<file path="config.mk">
export PLATFORM = sky130hd
export DESIGN_NAME = tws_ctrl
export DESIGN_NICKNAME = d
export VERILOG_FILES = /design/src/design/tws_pkg.sv /design/src/design/tws_ctrl.sv
export SDC_FILE = /design/constraint.sdc
export NUM_CORES = 1
export LEC_CHECK = 0
export CORE_AREA = 8 8 45 47
export DETAILED_ROUTE_END_ITERATION = 6
export DIE_AREA = 0 0 53 55
export DONT_BUFFER_PORTS = 1
export GPL_TIMING_DRIVEN = 0
export PLACE_DENSITY = 0.53
export SETUP_SLACK_MARGIN = 0.15
export SYNTH_ARGS = -nofsm -noshare
export SYNTH_HDL_FRONTEND = slang
export SYNTH_SLANG_ARGS = --single-unit
</file>
<file path="constraint.sdc">
create_clock -name clk -period 1.8 [get_ports clk]
set_input_delay 0 -clock clk [delete_from_list [all_inputs] [get_ports clk]]
set_output_delay 0 -clock clk [all_outputs]
set_load 0.02 [all_outputs]
</file>
<file path="src/design/tws_pkg.sv">
// Package of the timed window statistics block: request codes and the
// controller-to-datapath command and status structs. Depends on nothing.
package tws_pkg;
  localparam logic [2:0] REQ_APPEND = 3'd0;
  localparam logic [2:0] REQ_SMOOTH = 3'd1;
  localparam logic [2:0] REQ_MIN    = 3'd2;
  localparam logic [2:0] REQ_MAX    = 3'd3;
  localparam logic [2:0] REQ_DELTA  = 3'd4;
  localparam logic [2:0] REQ_CLEAR  = 3'd5;

  typedef struct packed {
    logic append;     // write the captured sample into the ring
    logic clear;      // empty the ring
    logic start;      // capture the request and reset the accumulators
    logic rd_issue;   // read the next older slot
    logic accum;      // fold the returned entry into the statistics
    logic div_start;  // launch the divider
    logic finish;     // form the result into the output register
  } tws_cmd_t;

  typedef struct packed {
    logic walk_last;  // no more entries to read
    logic entry_out;  // returned entry lies before the window start
    logic div_busy;
  } tws_sts_t;
endpackage

</file>
<file path="src/design/tws_ctrl.sv">
// Controller of the timed window statistics block: request decode, walk
// sequencing and the result handshake. Depends on tws_pkg.
module tws_ctrl (
  input  logic              clk,
  input  logic              rst_n,
  input  logic              in_valid,
  output logic              in_stall,
  input  logic [2:0]        in_req_type,
  output logic              out_valid,
  input  logic              out_stall,
  output tws_pkg::tws_cmd_t cmd,
  input  tws_pkg::tws_sts_t sts
);
  import tws_pkg::*;

  typedef enum logic [2:0] {
    ST_IDLE, ST_APPEND, ST_WALK, ST_DIV_GO, ST_DIV, ST_DONE
  } state_t;

  state_t state_r;
  logic   out_valid_r;
  logic   pend_r;     // a read is in flight and returns next cycle
  logic   accept;

  // A new item is taken while a finished result still waits.
  assign in_stall  = (state_r != ST_IDLE);
  assign accept    = in_valid && !in_stall;
  assign out_valid = out_valid_r;

  always_comb begin
    cmd = '0;
    cmd.start = accept;
    cmd.clear = accept && (in_req_type == REQ_CLEAR);
    cmd.append = (state_r == ST_APPEND);
    cmd.accum  = (state_r == ST_WALK) && pend_r;
    cmd.rd_issue = (state_r == ST_WALK) && !sts.walk_last
                   && !(pend_r && sts.entry_out);
    cmd.div_start = (state_r == ST_DIV_GO);
    cmd.finish = (state_r == ST_DONE) && !(out_valid_r && out_stall);
  end

  always_ff @(posedge clk) begin
    if (!rst_n) begin
      state_r     <= ST_IDLE;
      out_valid_r <= 1'b0;
      pend_r      <= 1'b0;
    end else begin
      if (cmd.finish) begin
        out_valid_r <= 1'b1;
      end else if (out_valid_r && !out_stall) begin
        out_valid_r <= 1'b0;
      end
      unique case (state_r)
        ST_IDLE: begin
          pend_r <= 1'b0;
          if (accept) begin
            case (in_req_type)
              REQ_APPEND: state_r <= ST_APPEND;
              REQ_SMOOTH, REQ_MIN, REQ_MAX, REQ_DELTA: state_r <= ST_WALK;
              default: state_r <= ST_IDLE;
            endcase
          end
        end
        ST_APPEND: state_r <= ST_IDLE;
        ST_WALK: begin
          pend_r <= cmd.rd_issue;
          // The walk ends at the first entry before the window start, or when no entry is left to read.
          if ((!cmd.rd_issue && !pend_r) || (pend_r && sts.entry_out)) begin
            state_r <= ST_DIV_GO;
          end
        end
        ST_DIV_GO: state_r <= ST_DIV;
        ST_DIV: begin
          if (!sts.div_busy) begin
            state_r <= ST_DONE;
          end
        end
        ST_DONE: begin
          if (cmd.finish) begin
            state_r <= ST_IDLE;
          end
        end
        default: state_r <= ST_IDLE;
      endcase
    end
  end
endmodule

</file>
* Yosys cells after proc, flatten, opt, wreduce, memory -nomap -nowiden *
Index checks and enable logic that the tools add are counted.

cells by class
  equal/unequal tests = 14
  mux-type cells = 9
  reduce and logical (&&, ||, !) cells = 25

operators with widths
  operator                                               count
  case mux 3 bit (5 select lines)                        1
  equality test 3 x 2 -> 1 bit, second input constant    4
  equality test 3 bit, second input constant             4
  2-to-1 mux 3 bit                                       4
  logical AND 1 bit                                      10
  zero test 1 bit                                        7
  equality test 3 x 1 -> 1 bit, second input constant    2
  zero test 3 bit                                        2
  inequality test 2 bit, second input constant           3
  case mux 2 bit (2 select lines)                        1
  AND reduction 4 bit                                    1
  nonzero test 2 bit                                     2
  OR reduction 4 bit                                     1
  nonzero test 3 bit                                     1
  2-to-1 mux 1 bit                                       2
  inequality test 2 x 1 -> 1 bit, second input constant  1
  case mux 1 bit (2 select lines)                        1
  logical OR 1 bit                                       1

storage, ports and cells
  bits in registers = 5
  input port bits = 10
  output and inout bits = 9
  logic and storage cells = 51

* Longest topological paths before layout *
Gate-level depths: netlist of the first run.

  depth in word-level cells = 8
  gate-level depth with buffers = 5
  mapped depth without buffers = 4

* Worst setup path before layout of the first run *
Ideal clock, no wire load.

  kind = register to output
  start = register state_r[0]
  end = output cmd[5] in the netlist's numbering
  arrival = 1523 ps
  data required time = 1800 ps
  slack = 277 ps
  cell stages (with the launch flop) = 5
  buffers on the path = 1
  path through = dfxtp_1 -> buf_6 -> nor2_2 -> nand2_1 -> nor4_1

RTL lines
  item                      RTL line        text
  start: declaration        tws_ctrl.sv:20  state_t state_r;
  start signal: assignment  tws_ctrl.sv:44  state_r <= ST_IDLE;
  start signal: assignment  tws_ctrl.sv:58  REQ_APPEND: state_r <= ST_APPEND;
  start signal: assignment  tws_ctrl.sv:59  REQ_SMOOTH, REQ_MIN, REQ_MAX, REQ_DELTA: state_r <= ST_WALK;
  end: declaration          tws_ctrl.sv:11  output tws_pkg::tws_cmd_t cmd,

==> metrics.md, run 1 <==
| Metric | Value |
|---|---|
| Status | complete, no violations |
| Gr usage total | 7.806% |
| Worst vdd ir | ~380 uV |
| Worst Tran Pin Value | slightly below 700 ps |
| Core box area | roughly 1400 sq um |
| Worst setup path startpoint | state_r[2]$_SDFFE_PN0P_ |
| DR DRC count | 0 |
| Fillcell total | between 150 and 200 |
| Avg Cell Area, Syn | just under 8 sq um |
| Reg clk slew, reported paths | around 40 ps |
| Min-Delay Path Class | in -> reg |
| CP Cell Sequence | buf_4 -> nor2_2 -> nand2_2 -> nor4_4 |
| Post-Layout Cell Count | between 70 and 80 |
| Critical Path Sink | cmd[5] |
| Syn. warnings | 0 |
| Hpwl dp | approximately 750 microns |
| Routed len/inst | roughly 14 microns |
| Period utilization | 85.14% |
| P_leak | roughly 0.00019 uW |
| CTS sink cnt | 5 |
| Reg2reg end | state_r[0]$_SDFFE_PN0P_ |
| Placed Area | 412.9 sq um |
| Worst flop-to-flop path startpoint | out_valid$_SDFFE_PN0P_ |
| Post-synthesis sequential area ratio | 25.48% |
| DR pass1 iterations | 4 |
| Startpoint Class | flop |
| Die W | 53 microns |
| Deepest clock path buffer count | 2 |
| Gate Count Post-Synth | 51 |
| CTS tree | done |
| Chip height | between 50 and 60 microns |
| Share of cells above drive strength 1 | between 20% and 30% |
| Worst r2r path cells | 4 |
| Mapped Area | slightly below 400 sq um |
| RSZ-0062 raised after global routing | false |
| Pwr dens | around 820 nW/um^2 |
| Endpoints failing setup | 0 |
| CP Class | reg -> out |
| RD Place Congestion | roughly 0.70 |
| Post-synth top area share | 25.48% |
| Fin. Hold Viols | 0 |
| EDFF count, synth | 0 |
| Antenna Diode Count | 0 |
| CP top delay family | simple AND/OR/NAND/NOR gates |
| WP data required | 1800 ps |
| Gr ovfl total | 0 |
| Initial DRC count | 4 |
| Placed insts | 67 |
| Post-CTS Setup Repair Bufs | 0 |
| Setup tns final | 0 ps |
| Inserted Clock Buffers | 3 |
| Top cells by count, synth | nand2_1 (9), dfxtp_1 (5), nor2_1 (4) |
| Max Freq | 652.5 MHz |
| Main synth FF type | dfxtp_1 |
| Vias/cell | roughly 5 |
| Post-Syn Nets | between 60 and 70 |
| Fin crit period | ~1500 ps |
| Area delta synth->final | 23.89% |
| Clock Skew | roughly 2.4 ps |
| Ports | 19 |
| Max-slew violation count | 0 |
| Async SR Flop Fraction | 0% |
| Latest clock arrival within the worst-skew pair | 240 ps |
| CP max stage cell | nor4_4 |
| Routed Antenna Nets | 0 |
| Most common cell in the netlist | nand2_1 |
| Critical Path Max Stage Delay | approximately 430 ps |
| Worst Path Arrival | 1530 ps |
| # rows | 14 |
| First-pass GRT wire length | roughly 1600 microns |
| Die area | roughly 2900 sq um |
| WP depth | 4 |
| Crit. End Element | primary output |
| Final Cell Area | 486.7 sq um |
| Total number of vias | between 300 and 400 |
| Buf/Inv on CP | 1 |
| Initial antenna violation count | 0 |
| DRT Wirelength | 1036 microns |
| H-tree depth | 1 |
| Initial core utilization | between 20 and 30% |
| Crit path max fanout | 10 |
| Netlist cell types | 29 |
| Worst slew margin | between 50% and 60% |
| Largest net degree at the start of global routing | 11 |
| NumNets Final | 69 |
| Port buffer count | 0 |
| R2r setup slk | around 320 ps |
| MaxCap Viol Count | 0 |
| Synth top area cells | dfxtp_1 (25%), nand2_1 (8.6%), a41oi_2 (4.1%), a2111oi_2 (3.8%), a2bb2oi_2 (3.8%) |
| Number of global-route vias before repair | ~360 |
| Root Buffer | clkbuf_4 |
| Synth Register Bits | 5 |
| Post-synth top area cell | dfxtp_1 |
==> state kept, by name (all words and copies together) (netlist names) <==
signal     count
state_r        3
out_valid      1
pend_r         1
==> logic make-up after synthesis <==
group           Yosys count  share of synthesized area (%)
simple gates             26                          34.72
compound gates           11                          25.16
buf+inv                   8                          11.78
flops                     5                          25.48
mux                       1                          2.866
==> where the power goes <==
part           total (uW)  internal (uW)  switching (uW)
Sequential            126            120            6.19
Combinational         144           55.4            88.5
Clock                 130           83.8            46.6
==> placed cells by master, fill, tap and decap left out <==
cell,n
or3_4,1
inv_1,3
a2111oi_2,1
buf_2,1
and3_1,1
nor2_1,4
a21oi_1,2
nor3_1,2
nand2b_1,2
a41oi_2,1
nor4_4,1
o21a_1,1
dlygate4sd3_1,3
nand2_2,1
o21ai_0,1
buf_6,1
clkbuf_4,3
nor4bb_1,1
a21oi_2,1
nand3_1,1
clkbuf_1,1
or2_1,1
dfxtp_1,5
a2111oi_0,1
mux2_1,1
a31oi_1,2
nor2_2,1
nand2_1,8
inv_2,1
nor3b_1,1
buf_4,2
a2bb2oi_2,1
and2_1,1
==> worst reg2reg max path: stages (launching register included) <==
cell	delay, ps
dfxtp_1	460
nand2_1	170
a2bb2oi_2	200
o21ai_0	200
mux2_1	340
==> routing by layer <==
| metal | wire, microns | part of all wire [%] | global-route usage [%] |
|---|---|---|---|
| met3 | 87 | 8.4 | 6.150 |
| met5 | 0 | 0 | 0 |
| met1 | 444 | 43 | 7.424 |
| met2 | 504 | 49 | 12.70 |
| met4 | 0 | 0 | 2.586 |
==> per-stage QoR <==
step | power (uW) | util [%] | hold WS [ps] | worst slack (ps)
floorplan | 241.1 | - | 86.26 | 276.6
global placement | 258.4 | 29.84 | 93.04 | 138.3
CTS | 409.0 | 34.99 | 2.608 | 199.8
detailed placement | 258.7 | 29.84 | 94.04 | 122.9
global route | 441.3 | 35.17 | 8.757 | 159.1
finish | 400.6 | 35.17 | 14.19 | 267.5
==> timing repair <==
| item | CTS | global route |
|---|---|---|
| pin swaps | 0 | 1 |
| gates resized for setup | 2 | 1 |
| hold buffers | 3 | 0 |
| endpoints found under the hold margin | 4 | 0 |
| setup endpoints to repair | 1 | 1 |
==> layout make-up <==
class,count,area [sq um],area share (%)
Buffer,4,31.28,6.427
Clock buffer,4,26.28,5.398
Inverter,4,15.01,3.085
Multi-Input combinational cell,38,264.0,54.24
Sequential cell,5,100.1,20.57
Tap cell,16,20.02,4.113
Timing Repair Buffer,3,30.03,6.170
==> worst min path at each step <==
| stage | start | end | slack, ps | cells after the start |
|---|---|---|---|---|
| 3_3_place_gp | in_req_type[1] | cmd[5] | 90 | 1 |
| 5_1_grt | out_stall | out_valid$_SDFFE_PN0P_ | 9 | 2 |
| 2_1_floorplan | in_req_type[1] | cmd[5] | 90 | 1 |
| 6_report | out_stall | out_valid$_SDFFE_PN0P_ | 10 | 2 |
| 4_1_cts | out_stall | out_valid$_SDFFE_PN0P_ | 3 | 2 |
| 3_5_place_dp | in_req_type[1] | cmd[5] | 90 | 1 |
Power figures use the tool's default switching activity.
==> run 2, diff against run 1 <==
--- a/config.mk
+++ b/config.mk
@@ -5,12 +5,13 @@
 export SDC_FILE = /design/constraint.sdc
 export NUM_CORES = 1
 export LEC_CHECK = 0
+export ABC_AREA = 1
 export CORE_AREA = 8 8 45 47
 export DETAILED_ROUTE_END_ITERATION = 6
 export DIE_AREA = 0 0 53 55
 export DONT_BUFFER_PORTS = 1
 export GPL_TIMING_DRIVEN = 0
-export PLACE_DENSITY = 0.53
+export PLACE_DENSITY = 0.55
 export SETUP_SLACK_MARGIN = 0.15
 export SYNTH_ARGS = -nofsm -noshare
 export SYNTH_HDL_FRONTEND = slang
==> run 2 against run 1 <==
Net effect:
- register-to-register slack improved by 210 ps
- largest cell class unchanged
- sequential power increased by 51%
- via count rose by 12%
- global-route usage up 0.059 points
- highest routed layer unchanged
- power rose by 100%
- non-clock buffer count is 3 lower
- worst setup slack improved by 120 ps
- maximum frequency rose by 8.5%
- critical endpoint unchanged
- synthesized cell count up 33%
- wire length down 5.3%
- count of clock-buffer cells in the layout unchanged
==> metrics.md, run 2 <==
| Metric | Value |
|---|---|
| Max-slew violation count | 0 (unchanged) |
| CP Cell Sequence | inv_2 -> nand2_1 -> nor2_1 -> inv_2 -> nor2_2 -> and3_1 (was buf_4 -> nor2_2 -> nand2_2 -> nor4_4) |
| DR WL met2 | 499 microns (was 504 microns) |
| Async SR Flop Fraction | 0% (unchanged) |
| Status | complete, no violations (unchanged) |
| CP Class | reg -> out (unchanged) |
| WHS | 36.19 ps (was 14.19 ps) |
| WHS Path Cells | 3 (was 2) |
| # rows | 14 (unchanged) |
| Most common cell after layout, fill and taps aside | nand2_1 (unchanged) |
| Startpoint Class | flop (unchanged) |
| Final Cell Area | 486.7 sq um (unchanged) |
| Worst slew margin | 56.12% (was 53.51%) |
| Period utilization | 78.46% (was 85.14%) |
| Min-Delay Path Class | in -> reg (unchanged) |
| DRT Wirelength | 981 microns (was 1036 microns) |
| P_leak | 0.0002631 uW (was 0.0001905 uW) |
| Gr usage total | 7.865% (was 7.806%) |
| Port buffer count | 0 (unchanged) |
| Netlist cell types | 19 (was 29) |
| Avg Cell Area, Syn | 6.182 sq um (was 7.703 sq um) |
| First-pass GRT wire length | 1718 microns (was 1600 microns) |
| Most frequent cells in the layout | nand2_1 (13), inv_1 (9), nor2_1 (9) (was nand2_1 (8), dfxtp_1 (5), nor2_1 (4)) |
| Gr ovfl total | 0 (unchanged) |
| RSZ-0062 raised after global routing | false (unchanged) |
| Largest Register | state_r (unchanged) |
| DR DRC count | 0 (unchanged) |
| Post-synthesis sequential area ratio | 23.81% (was 25.48%) |
| Antenna Diode Count | 0 (unchanged) |
| Crit. End Element | primary output (unchanged) |
| Total number of vias | 414 (was 371) |
| Main synth FF type | dfxtp_1 (unchanged) |
| Endpoints failing setup | 0 (unchanged) |
| Post-synth top area share | 23.81% (was 25.48%) |
| Buf/Inv on CP | 2 (was 1) |
| Critical Path Max Stage Delay | 370 ps (was 430 ps) |
| Fillcell total | 158 (was 157) |
| RD Place Congestion | 0.7733 (was 0.7011) |
| Mapped Area | 420.4 sq um (was 392.9 sq um) |
| Reg clk slew, reported paths | 50 ps (was 40 ps) |
| CTS tree | done (unchanged) |
| Deepest clock path buffer count | 2 (unchanged) |
| Gate Count Post-Synth | 68 (was 51) |
| Die W | 53 microns (unchanged) |
| Largest net degree at the start of global routing | 9 (was 11) |
| Chip height | 55 microns (unchanged) |
| Hpwl dp | 842.1 microns (was 753.7 microns) |
| Post-route met1 wirelength | 386 microns (was 444 microns) |
| Fin. Hold Viols | 0 (unchanged) |
| H-tree depth | 1 (unchanged) |
| Routed len/inst | 10.90 microns (was 14.00 microns) |
| Placed Area | 440.4 sq um (was 412.9 sq um) |
| Setup tns final | 0 ps (unchanged) |
| EDFF count, synth | 0 (unchanged) |
| Routed Antenna Nets | 0 (unchanged) |
| Number of global-route vias before repair | 418 (was 359) |
| Pwr dens | 1670 nW/um^2 (was 823.0 nW/um^2) |
| CP top delay family | simple AND/OR/NAND/NOR gates (unchanged) |
| Initial DRC count | 4 (unchanged) |
| Max Used Layer | met3 (unchanged) |
| Core box area | 1384 sq um (unchanged) |
| Clock Skew | 6.795 ps (was 2.429 ps) |
| NumNets Final | 85 (was 69) |
| MaxCap Viol Count | 0 (unchanged) |
| Synth Register Bits | 5 (unchanged) |
| Area delta synth->final | 15.77% (was 23.89%) |
| Post-Syn Nets | 78 (was 61) |
| CTS sink cnt | 5 (unchanged) |
| Worst Path Arrival | 1410 ps (was 1530 ps) |
| Vias/cell | 4.600 (was 5.014) |
| DR pass1 iterations | 6 (was 4) |
| WP depth | 6 (was 4) |
| Initial core utilization | 30.38% (was 28.39%) |
| Inserted Clock Buffers | 3 (unchanged) |
| Worst r2r path cells | 6 (was 4) |
| Fin crit period | 1412 ps (was 1532 ps) |
| Max Freq | 708.0 MHz (was 652.5 MHz) |
| WP data required | 1800 ps (about the same) |
| Share of cells above drive strength 1 | 27.03% (was 27.59%) |
| CP max stage cell | dfxtp_1 (was nor4_4) |
| Worst vdd ir | 605.3 uV (was 382.7 uV) |
| Top cells by count, synth | nand2_1 (13), inv_1 (9), nor2_1 (9) (was nand2_1 (9), dfxtp_1 (5), nor2_1 (4)) |
| Crit path max fanout | 7 (was 10) |
| Ports | 19 (unchanged) |
| Initial antenna violation count | 0 (unchanged) |
| Worst Tran Pin Value | 653.2 ps (was 695.9 ps) |
| Die area | 2915 sq um (unchanged) |
| Latest clock arrival within the worst-skew pair | 240 ps (about the same) |
| Wire length on met3 | 95 microns (was 87 microns) |
| Post-synth top area cell | dfxtp_1 (unchanged) |
| Max reg flops | 3 (unchanged) |
| Cell mode on critical path | inv_2 |
| Root Buffer | clkbuf_4 (unchanged) |
| Final core occ | 35.17% (unchanged) |
| Most common cell in the netlist | nand2_1 (unchanged) |
| Synth top area cells | dfxtp_1 (24%), nand2_1 (12%), inv_1 (8.0%), nor2_1 (8.0%), nand3_1 (7.1%) (was dfxtp_1 (25%), nand2_1 (8.6%), a41oi_2 (4.1%), a2111oi_2 (3.8%), a2bb2oi_2 (3.8%)) |
| Syn. warnings | 0 (unchanged) |
==> run 2: cell count changes after synthesis, sizes merged, moves of 2 or more <==
| cell | before | now |
|---|---|---|
| a2111oi | 2 | 0 |
| a21oi | 3 | 5 |
| a31oi | 2 | 0 |
| buf | 4 | 2 |
| inv | 4 | 13 |
| nand2 | 9 | 15 |
| nand2b | 2 | 0 |
| nand3 | 1 | 8 |
| nor2 | 5 | 15 |
==> run 2: what timing repair did <==
item / 4_1_cts / 5_1_grt
gates resized for setup: 0 / 0
hold buffers: 2 / 0
buffers inserted: 0 / 0
hold endpoints to repair: 5 / 0
==> run 2: cell type report <==
cell class	count	area, sq um	share of cell area [%]
plain buffers	2	18.77	3.856
repair buffers	2	20.02	4.113
well taps	16	20.02	4.113
multi-input cells	48	252.7	51.93
inverters	13	48.80	10.03
clock buffers	4	26.28	5.398
flip-flops and latches	5	100.1	20.57
==> run 2: routing by layer <==
layer | track usage (%) | vias to the layer above
li1 | - | 224
met1 | 8.346 | 176
met2 | 12.70 | 14
met3 | 4.813 | 0
met4 | 2.586 | 0
met5 | 0 | -
==> run 2: path summary, 6_finish.rpt <==
check	to	slack (ps)	startpoint
max reg2reg	state_r[0]$_SDFFE_PN0P_	530	state_r[2]$_SDFFE_PN0P_
min reg2reg	pend_r$_SDFFE_PN0P_	580	pend_r$_SDFFE_PN0P_
max	cmd[5]	390	state_r[2]$_SDFFE_PN0P_
min	state_r[1]$_SDFFE_PN0P_	40	sts[1]
==> run 2: power by group <==
| group | internal [uW] | switching [uW] | leakage [uW] | total, uW |
|---|---|---|---|---|
| logic | 168 | 325 | 0.000207 | 493 |
| clock network | 83.8 | 46.4 | 0.0000150 | 130 |
| registers | 145 | 44.8 | 0.0000409 | 190 |
==> run 2: cells by family after synthesis <==
| logic type | after synthesis | share of synthesized area, % |
|---|---|---|
| simple gates | 41 | 50.00 |
| compound gates | 7 | 10.12 |
| buf+inv | 15 | 16.07 |
| flops | 5 | 23.81 |
==> run 2: worst min-delay path, cell delays in order <==
cell and delay, ps:
nand2_1 50, o2111ai_1 120, a21oi_2 70
==> run 2: stage by stage <==
stage          power [uW]  instances  setup slack [ps]
6_report            812.9         90             387.6
4_1_cts             826.9         90             358.8
5_1_grt             904.8         90             211.5
3_5_place_dp        686.4         84             522.3
3_3_place_gp        685.3         84             522.9
2_1_floorplan       616.6         68             638.3
==> run 3, diff against run 2 <==
--- a/config.mk
+++ b/config.mk
@@ -5,7 +5,7 @@
 export SDC_FILE = /design/constraint.sdc
 export NUM_CORES = 1
 export LEC_CHECK = 0
-export ABC_AREA = 1
+export ABC_AREA = 0
 export CORE_AREA = 8 8 45 47
 export DETAILED_ROUTE_END_ITERATION = 6
 export DIE_AREA = 0 0 53 55
==> constraint.sdc (replaced) <==
create_clock -name clk -period 1.19 [get_ports clk]
set_input_delay 0 -clock clk [delete_from_list [all_inputs] [get_ports clk]]
set_output_delay 0 -clock clk [all_outputs]
set_load 0.02 [all_outputs]
==> run 3 against run 2 <==
Net effect:
- the flow now finishes with violations (negative hold slack, negative setup slack)
- register-to-register slack got worse by 700 ps
- sequential cell count unchanged
- global-route usage up 1.2 points
- die area is the same
- non-clock buffer count up 14
- largest cell class unchanged
- highest routed layer is now met4
==> metrics.md, run 3 (same netlist as run 1, synthesis figures left out) <==
| Metric | Value |
|---|---|
| Ports | 19 (unchanged) |
| Worst Tran Pin Value | 401.6 ps (was 653.2 ps) |
| CP Class | reg -> out (unchanged) |
| Hpwl dp | 768.4 microns (was 842.1 microns) |
| CTS sink cnt | 5 (unchanged) |
| Period utilization | 116.8% |
| Buf/Inv on CP | 2 (unchanged) |
| Largest Register | state_r (unchanged) |
| Routed len/inst | 14.51 microns (was 10.90 microns) |
| Violated checks | negative hold slack, negative setup slack |
| # rows | 14 (unchanged) |
| Area delta synth->final | 73.25% (was 15.77%) |
| Initial antenna violation count | 0 (unchanged) |
| Most common cell after layout, fill and taps aside | buf_4 (was nand2_1) |
| Placed Area | 457.9 sq um (was 440.4 sq um) |
| Inserted Clock Buffers | 3 (unchanged) |
| Die area | 2915 sq um (unchanged) |
| Critical Path Max Stage Delay | 390 ps (was 370 ps) |
| Share of cells above drive strength 1 | 60.87% (was 27.03%) |
| Total number of vias | 442 (was 414) |
| RD Place Congestion | 0.7053 (was 0.7733) |
| Routed Antenna Nets | 0 (unchanged) |
| DR DRC count | 0 (unchanged) |
| Final Cell Area | 680.7 sq um (was 486.7 sq um) |
| Pwr dens | 1018 nW/um^2 (was 1670 nW/um^2) |
| CP top delay family | simple AND/OR/NAND/NOR gates (unchanged) |
| Endpoints failing setup | 9 (was 0) |
| NumNets Final | 80 (was 85) |
| Chip height | 55 microns (unchanged) |
| Min-Delay Path Class | in -> reg (unchanged) |
| Max reg flops | 3 (unchanged) |
| Initial DRC count | 13 (was 4) |
| Latest clock arrival within the worst-skew pair | 240 ps (about the same) |
| Initial core utilization | 28.39% (was 30.38%) |
| Crit path max fanout | 5 (was 7) |
| RSZ-0062 raised after global routing | true (was false) |
| Status | finished, violations left (was complete, no violations) |
| Setup tns final | -885.9 ps (was 0 ps) |
| Fin. Hold Viols | 1 (was 0) |
| Deepest clock path buffer count | 2 (unchanged) |
| Number of global-route vias before repair | 438 (was 418) |
| Max Freq | just over 700 MHz |
| Root Buffer | clkbuf_4 (unchanged) |
| Most frequent cells in the layout | buf_4 (10), nand2_1 (7), buf_6 (6) (was nand2_1 (13), inv_1 (9), nor2_1 (9)) |
| Hold Buf Count CTS | 2 (unchanged) |
| Fin crit period | 1390 ps |
| Worst setup margin | -199.8 ps (was 387.6 ps) |
| DR pass1 iterations | 4 (was 6) |
| Gr usage total | 9.021% (was 7.865%) |
| Port buffer count | 0 (unchanged) |
| Worst Path Arrival | 1390 ps (was 1410 ps) |
| Clock Skew | 1.897 ps (was 6.795 ps) |
| Worst vdd ir | 352.8 uV (was 605.3 uV) |
| MaxCap Viol Count | 0 (unchanged) |
| DRT Wirelength | 1233 microns (was 981 microns) |
| Largest net degree at the start of global routing | 11 (was 9) |
| Die W | 53 microns (unchanged) |
| WP data required | 1190 ps (was 1800 ps) |
| Antenna Diode Count | 0 (unchanged) |
| WHS | -7.966 ps (was 36.19 ps) |
| CTS tree | done (unchanged) |
| Vias/cell | 5.200 (was 4.600) |
| CP Cell Sequence | buf_6 -> or2_1 -> or3_4 -> inv_4 (was inv_2 -> nand2_1 -> nor2_1 -> inv_2 -> nor2_2 -> and3_1) |
| Reg clk slew, reported paths | 40 ps (was 50 ps) |
| Post-layout total power | 692.8 uW (was 812.9 uW) |
| CP max stage cell | or3_4 (was dfxtp_1) |
| Core box area | 1384 sq um (unchanged) |
| Max-slew violation count | 0 (unchanged) |
| Crit. End Element | primary output (unchanged) |
| Startpoint Class | flop (unchanged) |
| H-tree depth | 1 (unchanged) |
| First-pass GRT wire length | 1911 microns (was 1718 microns) |
| Worst slew margin | 73.11% (was 56.12%) |
| P_leak | 0.0002630 uW (was 0.0002631 uW) |
| Gr ovfl total | 0 (unchanged) |
-- run 3: cell count changes in the layout (fill, tap and decap cells not counted), sizes merged, moves of 6 or more --
cell,previous run,this run
inv,13,4
buf,2,16
nand2,15,9
nand3,8,1
nor2,15,5
-- run 3: repair_timing --
| item | in CTS | in global routing |
|---|---|---|
| pin swaps | 7 | 5 |
| setup endpoints to repair | 12 | 11 |
| resized for setup | 19 | 3 |
| hold endpoints to repair | 5 | 1 |
| setup buffers | 10 | 2 |
-- run 3: power by group --
part	leakage (uW)	switching [uW]	internal, uW	total [uW]
clock	0.0000150	66.0	127	193
sequential	0.0000428	13.6	182	196
combinational	0.000205	169	136	305
total	0.000263	249	444	693
-- run 3: path summary, 6_finish.rpt --
kind / startpoint / end / slack (ps) / depth (start not counted)
worst max register to register: state_r[0]$_SDFFE_PN0P_ / pend_r$_SDFFE_PN0P_ / -170 / 5
worst max-delay path: state_r[0]$_SDFFE_PN0P_ / cmd[3] / -200 / 4
worst min register to register: pend_r$_SDFFE_PN0P_ / pend_r$_SDFFE_PN0P_ / 500 / 2
worst min-delay path: out_stall / out_valid$_SDFFE_PN0P_ / -8 / 2
-- run 3: final cells by class --
type / instances / area, sq um
fill: 130 / 703.2
buffer: 4 / 41.29
inverter: 4 / 20.02
sequential: 5 / 107.6
multi-input combinational: 38 / 344.1
timing repair buffer: 14 / 121.4
tap: 16 / 20.02
clock buffer: 4 / 26.28
-- run 3: routing by layer --
metal	GRT usage [%]	share of wire, %	vias up
li1	-	-	215
met1	10.35	39	207
met2	12.89	51	18
met3	2.406	8.7	2
met4	9.483	0.81	0
met5	0	0	-
-- run 3: metrics by stage --
stage                     cells  util, %  setup WS (ps)  hold WS (ps)
final                        85    49.19         -199.8        -7.966
after global routing         85    49.19         -235.9        -12.77
after CTS                    83    47.29         -223.6        -19.45
after detailed placement     67    33.09         -102.4         42.80
after global placement       67    33.09         -102.5         42.67
after floorplan              51        -         -9.836         39.54
